<file path="src/rtl/core/tvs_pkg.sv">
// shared types and constants of the trilinear volume sampler
// used by trilinear_volume_sampler_top, tvs_vmem and tvs_lerp; no dependencies
package tvs_pkg;

  localparam int unsigned MAX_DIM_DEF     = 32;
  localparam int unsigned VOXEL_COUNT_DEF = 32768;

  localparam int unsigned SIZE_W     = 6;
  localparam logic [SIZE_W-1:0] SIZE_RESET = 6'd32;
  localparam int unsigned CFG_IDX_W  = 2;
  localparam int unsigned COORD_W    = 17;
  localparam logic [COORD_W-1:0] COORD_ONE = 17'h10000;
  localparam int unsigned FRAC_W     = 16;
  localparam int unsigned HALF_TEXEL = 32768;
  localparam int unsigned VADDR_W    = 15;
  localparam int unsigned VOXEL_W    = 8;
  localparam int unsigned SAMPLE_W   = 16;

  localparam int unsigned NBR_COUNT  = 8;
  localparam int unsigned K_W        = $clog2(NBR_COUNT);
  localparam logic [K_W-1:0] K_LAST  = K_W'(NBR_COUNT - 1);

  localparam int unsigned OUT_DEPTH  = 4;
  localparam int unsigned PTR_W      = $clog2(OUT_DEPTH);
  localparam int unsigned CNT_W      = $clog2(OUT_DEPTH + 1);

  typedef enum logic {
    FUNC_WRITE  = 1'b0,
    FUNC_SAMPLE = 1'b1
  } func_e;

  typedef enum logic [CFG_IDX_W-1:0] {
    REG_SIZE_X = 2'd0,
    REG_SIZE_Y = 2'd1,
    REG_SIZE_Z = 2'd2
  } cfg_reg_e;

  typedef struct packed {
    logic [FRAC_W-1:0] x;
    logic [FRAC_W-1:0] y;
    logic [FRAC_W-1:0] z;
  } frac_t;

endpackage

</file>
<file path="src/rtl/core/tvs_lerp.sv">
// registered truncating linear interpolation a + ((b - a) * f) >> 16 in Q8.8
// depends on tvs_pkg for widths
module tvs_lerp (
  input  logic                         clk_i,
  input  logic                         en_i,
  input  logic [tvs_pkg::SAMPLE_W-1:0] a_i,
  input  logic [tvs_pkg::SAMPLE_W-1:0] b_i,
  input  logic [tvs_pkg::FRAC_W-1:0]   f_i,
  output logic [tvs_pkg::SAMPLE_W-1:0] y_o
);
  import tvs_pkg::*;

  localparam int unsigned D_W = SAMPLE_W + 1;
  localparam int unsigned P_W = D_W + FRAC_W + 1;
  localparam int unsigned S_W = P_W - FRAC_W;

  logic signed [D_W-1:0]      diff;
  logic signed [FRAC_W:0]     f_s;
  logic signed [P_W-1:0]      prod;
  logic signed [S_W-1:0]      sum;
  logic        [SAMPLE_W-1:0] y_d;
  logic        [SAMPLE_W-1:0] y_q;

  always_comb begin
    diff = $signed({1'b0, b_i}) - $signed({1'b0, a_i});
    f_s  = $signed({1'b0, f_i});
    prod = P_W'(diff) * P_W'(f_s);
    sum  = $signed(S_W'({1'b0, a_i})) + prod[P_W-1:FRAC_W];
    y_d  = sum[SAMPLE_W-1:0];
  end

  always_ff @(posedge clk_i) begin
    if (en_i) begin
      y_q <= y_d;
    end
  end

  assign y_o = y_q;

endmodule

</file>
<file path="config.mk">
export PLATFORM = sky130hd
export DESIGN_NAME = tvs_lerp
export DESIGN_NICKNAME = d
export VERILOG_FILES = /design/src/rtl/core/tvs_pkg.sv /design/src/rtl/core/tvs_lerp.sv
export SDC_FILE = /design/constraint.sdc
export NUM_CORES = 1
export LEC_CHECK = 0
export BUFFER_PORTS_ARGS = -buffer_cell sky130_fd_sc_hd__buf_2
export CAP_MARGIN = 10
export CORE_ASPECT_RATIO = 1.5
export CORE_UTILIZATION = 49
export CTS_BUF_LIST = sky130_fd_sc_hd__clkbuf_16
export DETAILED_ROUTE_END_ITERATION = 7
export GPL_ROUTABILITY_DRIVEN = 0
export GPL_TIMING_DRIVEN = 0
export PLACE_DENSITY = 0.76
export SLEW_MARGIN = 40
export SYNTH_ARGS = -nofsm -noshare
export SYNTH_HDL_FRONTEND = slang
export SYNTH_SLANG_ARGS = --single-unit
</file>
<file path="constraint.sdc">
create_clock -name clk_i -period 12.1 [get_ports clk_i]
set_clock_uncertainty 0.15 [all_clocks]
set_input_delay 1.815 -clock clk_i [delete_from_list [all_inputs] [get_ports clk_i]]
set_output_delay 1.815 -clock clk_i [all_outputs]
set_load 0.02 [all_outputs]
</file>
==> run metrics <==
starting density of the core=50.2%; # rows=69; period utilisation layout=96.5%; Sink Count=16; IO Pins=66; ant diodes=0; layout cells sized above 1=7.78%; Avg WL per Cell=17.3 µm; Req. time, crit path=11.94 ns; Die Area=25,200 µm²; CP max stage delay=0.55 ns; Worst setup EP type=register; CTS root buffer=clkbuf_16; CTS tree=done; DRT iter0 DRCs=449; # nets final=1,846; kind of critical path=input pin to register; busiest grt layer=met2; Hold Violations, Final=0; met1 Use GR=26.4%; final worst slack=0.421 ns; hpwl dp=25,800 µm; Setup WS pre-CTS=-0.812 ns; Area Growth Syn to Fin=7.86%; Mapped Cells=1,351; syn_area_per_cell=8.89 µm²; Crit path arrival time=11.51 ns; DRC viols=0; Startpoint Class=input pin; Synth Cell Area=12,000 µm²; First-pass DRT Iterations=5; status=finished, final reports clean; htree depth=1; Final Slew Violations=0; Worst-Margin Slew=0.875 ns; routed vias=9,164; Max-Cap Viols=0; final hold slack=1.74 ns; initial antenna violation count=0; critical path startpoint=a_i[1]; core area=23,900 µm²; I/O Buffers=56; clock tree buffer depth=2; setup TNS=0 ns; total global-route track usage=25.2%; DP Cell Count=1,727; Max FO, Critical Path=10; Mapped Nets=1,782; post-synth cell types=65; final wirelength=30,000 µm; hold path startpoint=a_i[0]; FMAX=85.6 MHz; Synth Flop Type=edfxtp_1; flops & latches, synth=16; synth warn=0; register area share after synthesis=4.00%; largest net degree at the start of global routing=17; Hold Buf Count CTS=0; setup violators final=0; Clk pin slew, worst setup/hold paths=0.05 ns; GR met3 Demand/Resource=2.37%; max reg flops=16; overall die width=130 µm; final non-filler cell total=1,732; Post-synth EDFFs=16; GR Util met2=47.3%; Slowest-stage cell, CP=fa_1; post-route minimum period=11.68 ns; CP dominant cell by count=fa_1; Vias/cell=5.29; DIE HEIGHT=194 µm; Hold Crit Class=input pin to register; CTS Buf Count=3; first-pass GRT wire length=48,200 µm; GRT Residual Overflow=0; Rel. slew slack=41.6%; number of global-route vias before repair=9,991; async set-reset flop share out of synthesis=0%; Routed Antenna Nets=0
==> repair_timing <==
item	4_1_cts	5_1_grt
pin swaps	0	3
setup endpoints to repair	3	3
gates resized for setup	6	34
setup buffers	0	2
==> per-layer routing <==
metal | up-vias | wire (µm)
met5 | - | 0
met4 | 0 | 2090
met3 | 112 | 1260
met2 | 305 | 16600
met1 | 4628 | 10100
li1 | 4119 | -
==> synth_stat cells, types with 13 or more instances <==
| library cell | n | area [µm²] |
|---|---|---|
| o21ai_0 | 13 | 65.1 |
| ha_1 | 114 | 1430 |
| and2_1 | 101 | 632 |
| fa_1 | 267 | 5350 |
| nand2b_1 | 26 | 163 |
| a21oi_1 | 33 | 165 |
| nor2_1 | 33 | 124 |
| clkbuf_1 | 42 | 158 |
| inv_1 | 369 | 1390 |
| edfxtp_1 | 16 | 480 |
| nand2_1 | 154 | 578 |
| nor2b_1 | 24 | 150 |
| xnor2_1 | 42 | 368 |
==> critical path, delay by kind of cell <==
| kind | cells | cell delay (ns) |
|---|---|---|
| xor+xnor | 5 | 0.79 |
| fa+ha+maj | 9 | 3.93 |
| simple gates | 3 | 0.40 |
| compound gates | 18 | 3.90 |
| buf+inv | 7 | 0.67 |
==> cells in the final DEF (no fill, tap or decap), types with 5 or more instances in the layout <==
| master | count |
|---|---|
| a21o_1 | 11 |
| nand3_1 | 6 |
| ha_1 | 114 |
| xor2_1 | 9 |
| nor2b_1 | 24 |
| inv_1 | 369 |
| fa_1 | 267 |
| a21oi_1 | 31 |
| xnor2_2 | 8 |
| and2_1 | 101 |
| nor3_1 | 7 |
| o21a_1 | 6 |
| o21ai_0 | 12 |
| xnor2_1 | 33 |
| nand2b_1 | 26 |
| mux2_2 | 6 |
| nor2_1 | 32 |
| mux2i_1 | 8 |
| buf_2 | 59 |
| clkbuf_1 | 36 |
| edfxtp_1 | 16 |
| o21bai_1 | 5 |
| nand2_1 | 154 |
| and3_1 | 5 |
==> worst paths after layout <==
check | cells after the start | end
max | 42 | y_o[15]$_DFFE_PP_
min | 2 | y_o[0]$_DFFE_PP_
==> cell type report <==
cell class	instances	area (µm²)
multi-input cells	920	10100
clock buffers	3	75.1
repair buffers	59	307
flip-flops and latches	16	480
plain buffers	46	195
fillers	2164	11000
inverters	369	1390
well taps	319	399
==> stage by stage <==
step	area, µm²	util (%)
after floorplan	12000	-
after global placement	12700	53.1
after detailed placement	12700	53.1
after CTS	12800	53.6
after global routing	13000	54.2
final	13000	54.2
==> kinds of logic after synthesis <==
group	synth area share [%]
AOI/OAI and AO/OA	6.28
DFF	4.00
adders and majority gates	56.4
and+or+nand+nor	15.1
buffers and inverters	13.1
muxes	1.48
xor gates and xnor gates	3.72
Power is left out: the tool's default activity adds up to more than one toggle a clock period on the data nets, which glitch-free logic cannot reach.
